File: src/rtl/nscf_pkg.sv
`default_nettype none

package nscf_pkg;

    // character codes the framer reacts to
    localparam logic [7:0] CHAR_DOLLAR = 8'h24;
    localparam logic [7:0] CHAR_STAR   = 8'h2A;
    localparam logic [7:0] CHAR_COMMA  = 8'h2C;
    localparam logic [7:0] CHAR_NUL    = 8'h00;
    localparam logic [7:0] CHAR_CR     = 8'h0D;
    localparam logic [7:0] CHAR_LF     = 8'h0A;

    // sentence kind codes
    localparam logic [2:0] KIND_OTHER = 3'd0;
    localparam logic [2:0] KIND_RMC   = 3'd1;
    localparam logic [2:0] KIND_GGA   = 3'd2;
    localparam logic [2:0] KIND_GSA   = 3'd3;
    localparam logic [2:0] KIND_GSV   = 3'd4;
    localparam logic [2:0] KIND_TXT   = 3'd5;
    localparam logic [2:0] KIND_GLL   = 3'd6;
    localparam logic [2:0] KIND_VTG   = 3'd7;

    // tag letters packed high to low
    localparam logic [23:0] TAG_RMC = {8'h52, 8'h4D, 8'h43};
    localparam logic [23:0] TAG_GGA = {8'h47, 8'h47, 8'h41};
    localparam logic [23:0] TAG_GSA = {8'h47, 8'h53, 8'h41};
    localparam logic [23:0] TAG_GSV = {8'h47, 8'h53, 8'h56};
    localparam logic [23:0] TAG_TXT = {8'h54, 8'h58, 8'h54};
    localparam logic [23:0] TAG_GLL = {8'h47, 8'h4C, 8'h4C};
    localparam logic [23:0] TAG_VTG = {8'h56, 8'h54, 8'h47};

    // one framed sentence summary
    typedef struct packed {
        logic       sum_ok;
        logic [2:0] kind;
        logic [7:0] sum;
        logic [6:0] len;
    } res_t;

    // hex digit decode: bit 4 set when the character is a hex digit
    function automatic logic [4:0] hex_decode(input logic [7:0] c);
        logic [7:0] v;
        v = 8'd0;
        if (c inside {[8'h30:8'h39]})
        begin
            v = c - 8'h30;
            return {1'b1, v[3:0]};
        end
        else if (c inside {[8'h41:8'h46]})
        begin
            v = c - 8'h37;
            return {1'b1, v[3:0]};
        end
        else if (c inside {[8'h61:8'h66]})
        begin
            v = c - 8'h57;
            return {1'b1, v[3:0]};
        end
        return 5'd0;
    endfunction

    // tag letters to sentence kind
    function automatic logic [2:0] kind_lookup(input logic [23:0] tag);
        logic [2:0] k;
        case (tag)
            TAG_RMC: k = KIND_RMC;
            TAG_GGA: k = KIND_GGA;
            TAG_GSA: k = KIND_GSA;
            TAG_GSV: k = KIND_GSV;
            TAG_TXT: k = KIND_TXT;
            TAG_GLL: k = KIND_GLL;
            TAG_VTG: k = KIND_VTG;
            default: k = KIND_OTHER;
        endcase
        return k;
    endfunction

endpackage

`default_nettype wire

File: src/rtl/nmea_sentence_checksum_framer_unit.sv
// path: after its CR or LF transfer a result passes the input register, then the result
// register, before the receiver can take it
// throughput: one character per cycle; a line end waits only while the previous result
// is still held by a stalled receiver
// reset: rst_n clears both valid flags and the open sentence; payload registers keep data
`default_nettype none

module nmea_sentence_checksum_framer_unit #(
    parameter int BUFFER_BYTES = 128
) (
    input  wire logic       clk,
    input  wire logic       rst_n,
    input  wire logic       in_valid,
    output logic            in_stall,
    input  wire logic [7:0] rx_char,
    output logic            out_valid,
    input  wire logic       out_stall,
    output logic            sum_ok,
    output logic [2:0]      sentence_kind,
    output logic [7:0]      computed_sum,
    output logic [6:0]      kept_length
);
    import nscf_pkg::*;

    logic       in_valid_reg, in_valid_next;
    logic [7:0] char_reg;
    logic       advance;
    logic       line_end;
    logic       load;
    logic       in_take;
    res_t       res;

    // a character moves on unless its result has nowhere to go
    assign advance  = in_valid_reg && (!line_end || !out_valid || !out_stall);
    assign load     = advance && line_end;
    assign in_stall = in_valid_reg && !advance;
    assign in_take  = in_valid && !in_stall;

    always_comb
    begin
        if (in_take)
        begin
            in_valid_next = 1'b1;
        end
        else if (advance)
        begin
            in_valid_next = 1'b0;
        end
        else
        begin
            in_valid_next = in_valid_reg;
        end
    end

    // input register
    always_ff @(posedge clk or negedge rst_n)
    begin
        if (!rst_n)
        begin
            in_valid_reg <= 1'b0;
        end
        else
        begin
            in_valid_reg <= in_valid_next;
        end
    end

    always_ff @(posedge clk)
    begin
        if (in_take)
        begin
            char_reg <= rx_char;
        end
    end

    nscf_framer #(
        .BUFFER_BYTES(BUFFER_BYTES)
    ) u_framer (
        .clk      (clk),
        .rst_n    (rst_n),
        .step     (advance),
        .ch       (char_reg),
        .res      (res),
        .line_end (line_end)
    );

    nscf_out_reg u_out (
        .clk           (clk),
        .rst_n         (rst_n),
        .load          (load),
        .res           (res),
        .out_stall     (out_stall),
        .out_valid     (out_valid),
        .sum_ok        (sum_ok),
        .sentence_kind (sentence_kind),
        .computed_sum  (computed_sum),
        .kept_length   (kept_length)
    );

    // an empty input register never holds off the sender
    assert property (@(posedge clk) disable iff (!rst_n) !in_valid_reg |-> !in_stall)
        else $error("input stalled while empty");

    // a new result never overwrites one still waiting
    assert property (@(posedge clk) disable iff (!rst_n) load |-> (!out_valid || !out_stall))
        else $error("result register overrun");

    // a sentence kind is only reported with a good checksum
    assert property (@(posedge clk) disable iff (!rst_n)
        (out_valid && !sum_ok) |-> (sentence_kind == KIND_OTHER))
        else $error("kind reported without valid sum");

    // a result always covers at least the dollar sign
    assert property (@(posedge clk) disable iff (!rst_n) out_valid |-> (kept_length != 7'd0))
        else $error("empty sentence reported");

endmodule

`default_nettype wire

File: src/rtl/nscf_framer.sv
`default_nettype none

module nscf_framer #(
    parameter int BUFFER_BYTES = 128
) (
    input  wire logic           clk,
    input  wire logic           rst_n,
    input  wire logic           step,
    input  wire logic [7:0]     ch,
    output nscf_pkg::res_t      res,
    output logic                line_end
);
    import nscf_pkg::*;

    localparam int FILL_W = $clog2(BUFFER_BYTES);
    localparam logic [FILL_W-1:0] FILL_LIMIT = FILL_W'(BUFFER_BYTES - 1);

    logic [FILL_W-1:0] fill_reg, fill_next;
    logic              star_reg, star_next;
    logic [7:0]        xor_reg, xor_next;
    logic [1:0]        hex_cnt_reg, hex_cnt_next;
    logic              hex_bad_reg, hex_bad_next;
    logic [7:0]        rsum_reg, rsum_next;
    logic [23:0]       tag_reg, tag_next;
    logic              tag_early_reg, tag_early_next;

    logic       is_dollar, is_eol, keep;
    logic [4:0] hex;
    logic       ok;

    assign is_dollar = (ch == CHAR_DOLLAR);
    assign is_eol    = (ch == CHAR_CR) || (ch == CHAR_LF);
    assign line_end  = is_eol && (fill_reg != '0);
    assign keep      = (fill_reg != '0) && (fill_reg < FILL_LIMIT);
    assign hex       = hex_decode(ch);

    // checksum verdict and result fields
    always_comb
    begin
        ok = star_reg && (hex_cnt_reg == 2'd2) && !hex_bad_reg
            && (rsum_reg == xor_reg) && (fill_reg >= FILL_W'(4));
        res.sum_ok = ok;
        res.sum    = xor_reg;
        res.kind   = KIND_OTHER;
        if (ok && (fill_reg >= FILL_W'(6)) && !tag_early_reg)
        begin
            res.kind = kind_lookup(tag_reg);
        end
        if (fill_reg > FILL_W'(127))
        begin
            res.len = 7'd127;
        end
        else
        begin
            res.len = 7'(fill_reg);
        end
    end

    // per-character state update
    always_comb
    begin
        fill_next      = fill_reg;
        star_next      = star_reg;
        xor_next       = xor_reg;
        hex_cnt_next   = hex_cnt_reg;
        hex_bad_next   = hex_bad_reg;
        rsum_next      = rsum_reg;
        tag_next       = tag_reg;
        tag_early_next = tag_early_reg;
        if (is_dollar || is_eol)
        begin
            fill_next      = '0;
            star_next      = 1'b0;
            xor_next       = 8'd0;
            hex_cnt_next   = 2'd0;
            hex_bad_next   = 1'b0;
            rsum_next      = 8'd0;
            tag_next       = 24'd0;
            tag_early_next = 1'b0;
            if (is_dollar)
            begin
                fill_next = FILL_W'(1);
            end
        end
        else if (keep)
        begin
            fill_next = fill_reg + FILL_W'(1);
            if ((fill_reg >= FILL_W'(1)) && (fill_reg <= FILL_W'(5))
                && ((ch == CHAR_COMMA) || (ch == CHAR_STAR) || (ch == CHAR_NUL)))
            begin
                tag_early_next = 1'b1;
            end
            if (fill_reg == FILL_W'(3))
            begin
                tag_next[23:16] = ch;
            end
            if (fill_reg == FILL_W'(4))
            begin
                tag_next[15:8] = ch;
            end
            if (fill_reg == FILL_W'(5))
            begin
                tag_next[7:0] = ch;
            end
            if (!star_reg)
            begin
                if (ch == CHAR_STAR)
                begin
                    star_next = 1'b1;
                end
                else
                begin
                    xor_next = xor_reg ^ ch;
                end
            end
            else if (hex_cnt_reg < 2'd2)
            begin
                if (!hex[4])
                begin
                    hex_bad_next = 1'b1;
                end
                else
                begin
                    rsum_next = {rsum_reg[3:0], hex[3:0]};
                end
                hex_cnt_next = hex_cnt_reg + 2'd1;
            end
        end
    end

    // sentence state
    always_ff @(posedge clk or negedge rst_n)
    begin
        if (!rst_n)
        begin
            fill_reg      <= '0;
            star_reg      <= 1'b0;
            xor_reg       <= 8'd0;
            hex_cnt_reg   <= 2'd0;
            hex_bad_reg   <= 1'b0;
            rsum_reg      <= 8'd0;
            tag_reg       <= 24'd0;
            tag_early_reg <= 1'b0;
        end
        else if (step)
        begin
            fill_reg      <= fill_next;
            star_reg      <= star_next;
            xor_reg       <= xor_next;
            hex_cnt_reg   <= hex_cnt_next;
            hex_bad_reg   <= hex_bad_next;
            rsum_reg      <= rsum_next;
            tag_reg       <= tag_next;
            tag_early_reg <= tag_early_next;
        end
    end

endmodule

`default_nettype wire

File: src/rtl/nscf_out_reg.sv
`default_nettype none

module nscf_out_reg (
    input  wire logic           clk,
    input  wire logic           rst_n,
    input  wire logic           load,
    input  wire nscf_pkg::res_t res,
    input  wire logic           out_stall,
    output logic                out_valid,
    output logic                sum_ok,
    output logic [2:0]          sentence_kind,
    output logic [7:0]          computed_sum,
    output logic [6:0]          kept_length
);
    import nscf_pkg::*;

    logic valid_reg, valid_next;
    res_t res_reg;

    // hold the result until the transfer completes
    always_comb
    begin
        if (load)
        begin
            valid_next = 1'b1;
        end
        else if (!out_stall)
        begin
            valid_next = 1'b0;
        end
        else
        begin
            valid_next = valid_reg;
        end
    end

    always_ff @(posedge clk or negedge rst_n)
    begin
        if (!rst_n)
        begin
            valid_reg <= 1'b0;
        end
        else
        begin
            valid_reg <= valid_next;
        end
    end

    // result payload
    always_ff @(posedge clk)
    begin
        if (load)
        begin
            res_reg <= res;
        end
    end

    assign out_valid     = valid_reg;
    assign sum_ok        = res_reg.sum_ok;
    assign sentence_kind = res_reg.kind;
    assign computed_sum  = res_reg.sum;
    assign kept_length   = res_reg.len;

endmodule

`default_nettype wire
File: config.mk
export PLATFORM = sky130hd
export DESIGN_NAME = nmea_sentence_checksum_framer_unit
export DESIGN_NICKNAME = d
export VERILOG_FILES = /design/src/rtl/nscf_pkg.sv /design/src/rtl/nmea_sentence_checksum_framer_unit.sv /design/src/rtl/nscf_framer.sv /design/src/rtl/nscf_out_reg.sv
export SDC_FILE = /design/constraint.sdc
export NUM_CORES = 1
export LEC_CHECK = 0
export BUFFER_PORTS_ARGS = -buffer_cell sky130_fd_sc_hd__buf_2
export CAP_MARGIN = 20
export CORE_UTILIZATION = 41
export DETAILED_ROUTE_END_ITERATION = 7
export PLACE_DENSITY = 0.61
export SLEW_MARGIN = 20
export SYNTH_ARGS = -nofsm -noshare
export SYNTH_HDL_FRONTEND = slang
export SYNTH_SLANG_ARGS = --single-unit
File: constraint.sdc
create_clock -name clk -period 7.15 [get_ports clk]
set_input_delay 1.43 -clock clk [delete_from_list [all_inputs] [get_ports clk]]
set_output_delay 1.43 -clock clk [all_outputs]
set_load 0.02 [all_outputs]
==> key figures <==
Global route
  • Largest net degree at the start of global routing: between 50 and 60
  • Gr busiest metal: met2
  • Met1 Use GR: 0.2741
  • GRT Util Overall: 0.1916
  • Met3 Use GR: 0.04154
  • Number of global-route vias before repair: between 2000 and 3000
  • Initial antenna violation count: 0
  • Gr ovfl total: 0
  • Global routing met2 resource utilization: 0.2886
  • First-pass GRT wire length: ~16000 µm

Pwr
  • Psw: 0.4410 mW
  • Peak VDD IR: ~0.000096 V
  • Leakage: roughly 1.9 nW
  • Pwr/cell area: between 200 and 300 nW/µm²
  • Clock share of power: 0.253
  • Switching Fraction: 0.3309
  • Sequential share of power: 0.533
  • Gate power share: 0.214
  • Internal: 0.8917 mW

Finish
  • Flip-flop count of the largest register after layout: 24
  • Area delta synth->final: 10.39%
  • Final Util: 0.4731
  • Share of layout cells above drive strength 1: 0.1966
  • Multi-input logic area: 1906 µm²
  • Diodes inserted: 0
  • Final nets: approximately 430
  • Fill cells: 900
  • FF+latch area: between 2000 and 2500 µm²

Timing
  • Max-slew violations: 0
  • Max-Slew Margin vs Limit: 0.5217
  • Total Negative Setup Slacks: 0 ns
  • F_max: between 200 and 300 MHz
  • PnR worst setup slack: approximately 3.5 ns
  • Slew @ Worst Pin: approximately 0.7 ns
  • Period utilisation layout: 0.5062
  • Hold Violations, Final: 0
  • Min cycle time layout: 3.619 ns
  • Clock Skew: between 0.02 and 0.025 ns
  • Final setup viols: 0
  • RSZ-0062 raised after global routing: false

Synthesis
  • Synth Cell Area: 4228 µm²
  • Area share of the largest cell type after synthesis: 0.3196
  • Syn Nets: a little over 400
  • Ys async rst share: 0.6667
  • Syn. warnings: 0
  • Top FF cell, synth: dfrtp_1
  • Syn_area_per_cell: 10.87 µm²
  • Number of synthesized register bits: 81
  • Number of synthesized flops with an enable pin: 27
  • Area contributors post-synth: dfrtp_1 32%, edfxtp_1 19%, mux2_2 4.0%
  • Synth area leader: dfrtp_1
  • Synth unique cells: 64
  • Seq/Total Area, Yosys: 0.5114
  • Cells after Synth: a little under 400

Detailed routing
  • Final ANT Viol Nets: 0
  • Post-DR vias/cell: 5.696
  • Final wirelength: around 9700 µm
  • Wire per inst: 17.65 µm
  • DRC: 0
  • Iter 0 DRT Violations: ~210
  • First-pass DRT Iterations: 5
  • Routed vias: around 3100

Worst setup path
  • Critical Path End Type: output pin
  • R2r setup slk: 4.24 ns
  • Setup CP Type: flop to output pin
  • Worst EP required: ~5.7 ns
  • Startpoint Class: flop
  • Worst r2r src: u_framer.fill_reg[0]$_DFFE_PN0P_
  • WP data arrival: 2.19 ns
  • Crit path launch: char_reg[0]$_DFFE_PP_
  • Worst reg2reg endpoint: u_framer.tag_reg[19]$_DFFE_PN0P_
  • Worst R2R Path Depth: 7
  • Critical-path maximum fanout: 8

CTS
  • CTS Sinks: 81
  • CTS Buf Count: 9
  • Insertion delay to the later sink of the worst-skew pair: roughly 0.36 ns
  • Hold-fix buffer count after cts: 0
  • TritonCTS clock tree: yes
  • # H-tree levels: 3
  • Post-CTS Setup Inserts: 0
  • CTS clock-pin slew for the worst setup and hold paths: approximately 0.080 ns
  • Post-cts resize count: 0
  • Root buf cell: clkbuf_8
  • Clk buf depth: 2

Place
  • Port Buffers: 32
  • Post-Place Setup Slack: 3.545 ns
  • Post-DP HPWL: roughly 6600 µm
  • GPL Wtd Cong: around 0.86

Worst hold path
  • Hold Path Origin: u_framer.hex_cnt_reg[0]$_DFFE_PN0P_
  • Hold-critical path endpoint: u_framer.hex_cnt_reg[0]$_DFFE_PN0P_
  • Hold depth: 1
  • Hold/Removal Path Class: flop to flop

Outcome
  • Status: finished clean

Die
  • Standard-cell rows: 36
  • Area of the core: 9864 µm²
  • Initial Utilization: 0.4286
  • IO Count: 33
  • Die Y: around 100 µm
  • Die W: just over 100 µm
  • DIE AREA: roughly 11000 µm²

Flow run
  • Max_cap viols: 0
## worst max path at each step
stage               end  cells past startpoint
2_1_floorplan  in_stall                      4
3_3_place_gp   in_stall                      6
3_5_place_dp   in_stall                      6
4_1_cts        in_stall                      7
5_1_grt        in_stall                      7
6_report       in_stall                      7
## stage by stage
step                      hold slack [ns]  instance area, µm²  power, mW  std cells
after floorplan                    0.4408                4228     0.9092        389
after global placement             0.4665                4457     0.9882        533
after detailed placement           0.4675                4462     0.9999        533
after CTS                          0.4789                4659      1.341        549
after global routing               0.5023                4667      1.413        550
final                              0.4768                4667      1.333        550
## Yosys cell counts (all sizes together), types with 7 or more instances
library cell  number
dfrtp             54
nand2             34
a21oi             27
edfxtp            27
o21ai             21
nor2              18
mux2              15
clkbuf            13
inv               12
mux2i             11
nand3             11
buf               10
xnor2             10
ha                 9
a221o              8
nand4              8
nand2b             7
nor3               7
nor4               7
## cell usage in the layout, fill, tap and decap left out, drive strengths merged, types with 5 or more instances in the layout
cell	n
a31oi	6
xnor2	10
nand2	34
nor2b	6
nor3	7
o21ai	21
nor4	7
a221o	8
nand2b	7
nand4b	5
a21oi	27
inv	12
ha	9
dfrtp	54
mux2i	11
clkbuf	12
buf	36
nand4	8
mux2	15
edfxtp	27
nand3	11
nor2	18
## critical path, cell delays in order, from the launching register on
cell      delay, ns
edfxtp_1       0.53
inv_1          0.18
ha_1           0.25
mux2i_1        0.13
nor3_1         0.34
nand3_1        0.18
inv_1          0.08
buf_2          0.15
## power groups by stage
stage	logic, mW	registers [mW]	clock network, mW
detailed placement	0.284	0.716	0
floorplan	0.244	0.666	0
CTS	0.286	0.708	0.348
global placement	0.274	0.714	0
finish	0.285	0.710	0.337
global route	0.319	0.726	0.367
## kinds of logic after synthesis
logic type	synth area share
AO/OA/AOI/OAI	0.1527
flip-flops	0.5114
XOR/XNOR	0.02279
AND/OR/NAND/NOR	0.1808
buffers and inverters	0.03966
adder cells (fa/ha/maj)	0.02664
multiplexers	0.06600
## routing by layer
| metal | vias up | routed length (µm) |
|---|---|---|
| li1 | 1499 | - |
| met1 | 1536 | 4766 |
| met2 | 90 | 4374 |
| met3 | 8 | 480 |
| met4 | 0 | 87 |
| met5 | - | 0 |
## area by class of cell
type,count,area share
clock buffers,12,0.03110
clock inverters,4,0.01126
inverters,12,0.009651
multi-input cells,272,0.4083
flip-flops and latches,81,0.4633
well taps,133,0.03566
repair buffers,36,0.04075
Note: power is estimated with default switching activity, not from simulation.
